`config.mk`:
```
export PLATFORM = sky130hd
export DESIGN_NAME = soa_div
export DESIGN_NICKNAME = d
export VERILOG_FILES = /design/src/rtl/slab_object_allocator_assert.svh /design/src/rtl/soa_pkg.sv /design/src/rtl/soa_div.sv
export SDC_FILE = /design/constraint.sdc
export NUM_CORES = 1
export LEC_CHECK = 0
export ABC_AREA = 1
export BUFFER_PORTS_ARGS = -buffer_cell sky130_fd_sc_hd__buf_4
export CAP_MARGIN = 30
export CORE_UTILIZATION = 56
export CTS_CLUSTER_DIAMETER = 50
export CTS_CLUSTER_SIZE = 24
export DETAILED_ROUTE_END_ITERATION = 10
export PLACE_DENSITY = 0.8
export SLEW_MARGIN = 0
export SYNTH_ARGS = -nofsm -noshare
export SYNTH_HDL_FRONTEND = slang
export SYNTH_SLANG_ARGS = --single-unit
```
`constraint.sdc`:
```
create_clock -name clock -period 2.6 [get_ports clock]
set_clock_uncertainty 0.15 [all_clocks]
set_input_delay 0.65 -clock clock [delete_from_list [all_inputs] [get_ports clock]]
set_output_delay 0.65 -clock clock [all_outputs]
set_load 0.005 [all_outputs]
```
`src/rtl/slab_object_allocator_assert.svh`:
```
// Assertion macros for the slab object allocator.
`ifndef SLAB_OBJECT_ALLOCATOR_ASSERT_SVH
`define SLAB_OBJECT_ALLOCATOR_ASSERT_SVH
`ifndef SYNTHESIS
`define SOA_ASSERT_SAME(lbl, clk, rst, ante, cons, msg) \
   lbl: assert property (@(posedge clk) disable iff (rst) (ante) |-> (cons)) else $error(msg);
`define SOA_ASSERT_NEXT(lbl, clk, rst, ante, cons, msg) \
   lbl: assert property (@(posedge clk) disable iff (rst) (ante) |=> (cons)) else $error(msg);
`else
`define SOA_ASSERT_SAME(lbl, clk, rst, ante, cons, msg)
`define SOA_ASSERT_NEXT(lbl, clk, rst, ante, cons, msg)
`endif
`endif

```
`src/rtl/soa_pkg.sv`:
```
`timescale 1ns / 1ps
// ----------------------------------------------------------------------------
// Slab object allocator package
// Sizes, codes, payload types and the sequencer state type.
// ----------------------------------------------------------------------------
package soa_pkg;

   localparam int PAGE_BYTES   = 4096;
   localparam int META_BYTES   = 64;
   localparam int HEADER_BYTES = 568;
   localparam int MAX_SLABS    = 16;
   localparam int PAGE_OBJ_CAP = 512;
   localparam int NSLOTS       = MAX_SLABS + 1;

   localparam int SLOT_W    = $clog2(NSLOTS);
   localparam int OBJ_W     = $clog2(PAGE_OBJ_CAP);
   localparam int LINK_W    = $clog2(PAGE_OBJ_CAP + 1);
   localparam int SIZE_W    = 12;
   localparam int OFF_W     = 12;
   localparam int MINP_W    = 5;
   localparam int DIV_W     = $clog2(PAGE_BYTES);
   localparam int PO_W      = $clog2(MAX_SLABS);
   localparam int ADDR_W    = SLOT_W + OBJ_W;
   localparam int MEM_DEPTH = NSLOTS * PAGE_OBJ_CAP;

   localparam logic [LINK_W-1:0] NIL        = LINK_W'(PAGE_OBJ_CAP);
   localparam logic [SIZE_W-1:0] MIN_SIZE   = SIZE_W'(8);
   localparam logic [SIZE_W-1:0] RESET_SIZE = SIZE_W'(8);
   localparam logic [MINP_W-1:0] RESET_MINP = MINP_W'(1);

   localparam logic MODE_ALLOC  = 1'b0;
   localparam logic MODE_FREE   = 1'b1;
   localparam logic STATUS_OK   = 1'b0;
   localparam logic STATUS_FAIL = 1'b1;

   localparam logic CSR_OBJECT_SIZE = 1'b0;
   localparam logic CSR_MIN_PARTIAL = 1'b1;

   typedef enum logic [1:0] {
      SS_FREE    = 2'd0,
      SS_PARTIAL = 2'd1,
      SS_FULL    = 2'd2,
      SS_CACHE   = 2'd3
   } slot_state_type;

   typedef enum logic [3:0] {
      ST_DIV0_GO,
      ST_DIV0_WAIT,
      ST_DIV1_GO,
      ST_DIV1_WAIT,
      ST_CLEAR,
      ST_BUILD,
      ST_IDLE,
      ST_A_CHOOSE,
      ST_A_SCAN,
      ST_A_POP,
      ST_A_LINK,
      ST_F_CHECK,
      ST_F_SCAN_A,
      ST_F_SCAN_B,
      ST_SHIFT,
      ST_RESP
   } soa_state_type;

   typedef struct packed {
      logic              mode;
      logic [4:0]        slot;
      logic [8:0]        object_index;
   } soa_req_type;

   typedef struct packed {
      logic              status;
      logic [4:0]        object_slot;
      logic [8:0]        object_number;
      logic [11:0]       object_offset;
      logic              slab_created;
      logic              slab_released;
      logic [4:0]        released_slot;
   } soa_rsp_type;

   typedef struct packed {
      logic              done;
      logic [DIV_W-1:0]  quotient;
   } soa_div_status_type;

endpackage

```
`src/rtl/soa_div.sv`:
```
`timescale 1ns / 1ps
// ----------------------------------------------------------------------------
// Slab object allocator divider
// Restoring divider, one quotient bit per cycle, for objects per page.
// ----------------------------------------------------------------------------
module soa_div
   import soa_pkg::*;
(
   input  logic               clock,
   input  logic               reset,
   input  logic               go,
   input  logic [DIV_W-1:0]   dividend,
   input  logic [SIZE_W-1:0]  divisor,
   output soa_div_status_type stat
);

   localparam int CNT_W = $clog2(DIV_W);

   logic               active_ff, active_in;
   logic               done_ff, done_in;
   logic [CNT_W-1:0]   cnt_ff, cnt_in;
   logic [SIZE_W-1:0]  rem_ff, rem_in;
   logic [DIV_W-1:0]   quo_ff, quo_in;
   logic [SIZE_W:0]    trial;
   logic               fits;

   assign trial = {rem_ff, quo_ff[DIV_W-1]};
   assign fits  = trial >= {1'b0, divisor};

   always_comb begin
      active_in = active_ff;
      done_in   = 1'b0;
      cnt_in    = cnt_ff;
      rem_in    = rem_ff;
      quo_in    = quo_ff;
      if (go) begin
         active_in = 1'b1;
         cnt_in    = CNT_W'(DIV_W - 1);
         rem_in    = '0;
         quo_in    = dividend;
      end else if (active_ff) begin
         rem_in = fits ? SIZE_W'(trial - {1'b0, divisor}) : trial[SIZE_W-1:0];
         quo_in = {quo_ff[DIV_W-2:0], fits};
         cnt_in = cnt_ff - CNT_W'(1);
         if (cnt_ff == '0) begin
            active_in = 1'b0;
            done_in   = 1'b1;
         end
      end
   end

   always_ff @(posedge clock) begin
      if (reset) begin
         active_ff <= 1'b0;
         done_ff   <= 1'b0;
      end else begin
         active_ff <= active_in;
         done_ff   <= done_in;
      end
      cnt_ff <= cnt_in;
      rem_ff <= rem_in;
      quo_ff <= quo_in;
   end

   assign stat.done     = done_ff;
   assign stat.quotient = quo_ff;

endmodule
```
==> impl_metrics.env <==
export IMPL_drive_gt1_share_pct=18.33
export IMPL_die_area_um2=4093
export IMPL_dr_pass1_iters=4
export IMPL_syn_nets=359
export IMPL_syn_instance_count=318
export IMPL_hold_buffers=0
export IMPL_grt_pass1_wl_mm=7.976
export IMPL_cts_setup_buffers=0
export IMPL_overflow=0
export IMPL_viasPerCell=5.123
export IMPL_p_per_area_nw_per_um2=433.9
export IMPL_num_vias=2090
export IMPL_slew_violations=0
export IMPL_cts_resized=0
export IMPL_cp_slowest_cell="fa_1"
export IMPL_ys_ff_latch=30
export IMPL_final_cell_mix="nand2_1 (119), inv_1 (54), buf_4 (44), nand3_1 (24), dfxtp_1 (18)"
export IMPL_final_common_cell="nand2_1"
export IMPL_slew_headroom_pct=70.38
export IMPL_die_h_um=63.98
export IMPL_max_stage_delay_ns=0.40
export IMPL_rrSetupSlack_ns=0.57
export IMPL_worstHoldPathType="register to register"
export IMPL_nets=400
export IMPL_start_util_pct=58.75
export IMPL_mappedNetlistArea_um2=2151
export IMPL_whs_ns=0.3212
export IMPL_worst_setup_path_end_kind="register"
export IMPL_min_to="rem_ff[8]"
export IMPL_worstMarginPinSlew_ns=0.4438
export IMPL_grt_use_total_pct=25.16
export IMPL_p_total_w=0.001115
export IMPL_wl_mm=4.703
export IMPL_cts_root_buf="clkbuf_8"
export IMPL_cts_tree="built"
export IMPL_yosysUniqueCellTypes=30
export IMPL_die_w_um=63.98
export IMPL_port_buffer_count=39
export IMPL_stdcell_count=408
export IMPL_r2r_cells=11
export IMPL_cts_htree_levels=2
export IMPL_dpl_cell_count=400
export IMPL_cts_made_buffers=5
export IMPL_cp_arrival_ns=2.11
export IMPL_crit_buf_inv=2
export IMPL_rows=22
export IMPL_antennaDiodeCount=0
export IMPL_gp_congestion=0.9023
export IMPL_rsz0062_at_grt="false"
export IMPL_finalHoldViolCount=0
export IMPL_path_clk_slew_ns=0.07
export IMPL_yosys_warnings=0
export IMPL_clock_path_buffers=2
export IMPL_ir_drop_v=0.0002959
export IMPL_worstHoldStart="rem_ff[8]"
export IMPL_grt_pass1_vias=1874
export IMPL_finalSetupViolations=0
export IMPL_antenna_found_initial=0
export IMPL_drc_errors=0
export IMPL_finalCriticalPeriod_ns=2.077
export IMPL_worst_setup_path_start_kind="input port"
export IMPL_critPathKind="input port to register"
export IMPL_clock_latency_ns=0.28
export IMPL_r2r_end="rem_ff[6]"
export IMPL_final_util_pct=70.16
export IMPL_reg2reg_from="quo_ff[11]"
export IMPL_min_path_cells=2
export IMPL_cts_sinks=30
export IMPL_final_antenna_net_count=0
export IMPL_worstPathCellList="buf_4, ha_1, fa_1, inv_1, nand3_1, nand3_1, nand2_1, a21boi_0, o21ai_0, nand3_1, nand2_1"
export IMPL_cp_top_family="adder cells"
export IMPL_fin_setup_tns_ns=0
export IMPL_crit_required_ns=2.63
export IMPL_io_pins=40
export IMPL_fmax_ghz=0.4816
export IMPL_core_area_um2=3661
export IMPL_grt_max_degree=20
export IMPL_dp_hpwl_mm=3.440
export IMPL_status="completed"
export IMPL_ys_seq_area_share_pct=33.51
export IMPL_first_iter_violations=111
export IMPL_crit_path_max_fanout=3
export IMPL_cap_violations=0
export IMPL_synth_area_per_cell_um2=6.764
export IMPL_area_growth_pct=19.43
export IMPL_crit_top_cell="nand3_1"
export IMPL_period_share_pct=79.87
export IMPL_wl_per_cell_um=11.53
export IMPL_leakagePower_nw=1.392
state kept, by name (all words and copies together), names as in the netlist:
| name | cells |
|---|---|
| active_ff | 1 |
| cnt_ff | 4 |
| done_ff | 1 |
| quo_ff | 12 |
| rem_ff | 12 |
cell type report:
type | count | area [µm²]
sequential | 30 | 720.7
timing repair buffer | 44 | 330.3
tap | 48 | 60.06
clock inverter | 2 | 15.01
fill | 327 | 1092
inverter | 56 | 210.2
multi-input combinational | 222 | 1160
clock buffer | 6 | 72.57
logic make-up (layout without fill, tap and decap cells):
family	after synthesis	count (layout)	synth area share [%]
AO/OA/AOI/OAI	14	14	4.014
AND/OR/NAND/NOR	189	189	39.38
adder cells (fa/ha/maj)	14	14	8.494
flip-flops	30	30	33.51
XOR/XNOR	5	5	2.036
buffers and inverters	66	108	12.56
cell usage after synthesis, drive strengths merged:
library cell    n  area [µm²]
buf             6       45.03
o21ai           6       30.03
nand4          14       87.58
nor3            2       15.01
xnor2           4       35.03
a21oi           6       41.29
ha             13       162.7
a21boi          1       7.510
nor2           20       87.58
fa              1       20.02
xor2            1       8.760
edfxtp         12       360.4
clkbuf          4       15.01
nand3          29       177.7
nand3b          1       7.510
nor4            1       6.260
a22oi           1       7.510
dfxtp          18       360.4
inv            56       210.2
nand2         122       465.5
metrics by stage:
stage               area [µm²]  worst slack [ns]
CTS                       2569            0.5220
floorplan                 2151            0.3926
global route              2569            0.3285
global placement          2481            0.2583
detailed placement        2481            0.2304
finish                    2569            0.5234
power by group:
group          leakage, nW  switching [W]  internal, W
registers            0.269      0.0000151     0.000520
logic                 1.08       0.000106    0.0000939
clock network       0.0374       0.000192     0.000188
total                 1.39       0.000312     0.000802
worst register-to-register path, stage by stage, from the launching register on:
cell and delay (ns):
edfxtp_1 0.37, inv_1 0.07, ha_1 0.20, fa_1 0.40, inv_1 0.08, nand3_1 0.06
nand3_1 0.14, nand2_1 0.09, a21boi_0 0.16, o21ai_0 0.09, nand3_1 0.08, nand2_1 0.04
how the worst max path moves through the flow:
stage / startpoint / to / slack [ns] / cells after the start
floorplan: divisor[7] / quo_ff[0] / 0.39 / 11
detailed placement: divisor[0] / rem_ff[6] / 0.23 / 11
CTS: divisor[7] / quo_ff[0] / 0.52 / 11
global route: quo_ff[11] / rem_ff[6] / 0.33 / 11
global placement: divisor[6] / rem_ff[11] / 0.26 / 12
finish: divisor[0] / rem_ff[6] / 0.52 / 11
per-layer routing:
layer | wire length [µm] | share of wire, % | GRT usage, %
met3 | 320 | 6.8 | 5.357
met2 | 2240 | 48 | 41.62
met5 | 0 | 0 | 0
met4 | 85 | 1.8 | 12.22
met1 | 2055 | 44 | 30.84
Note: power is estimated with default switching activity, not from simulation.
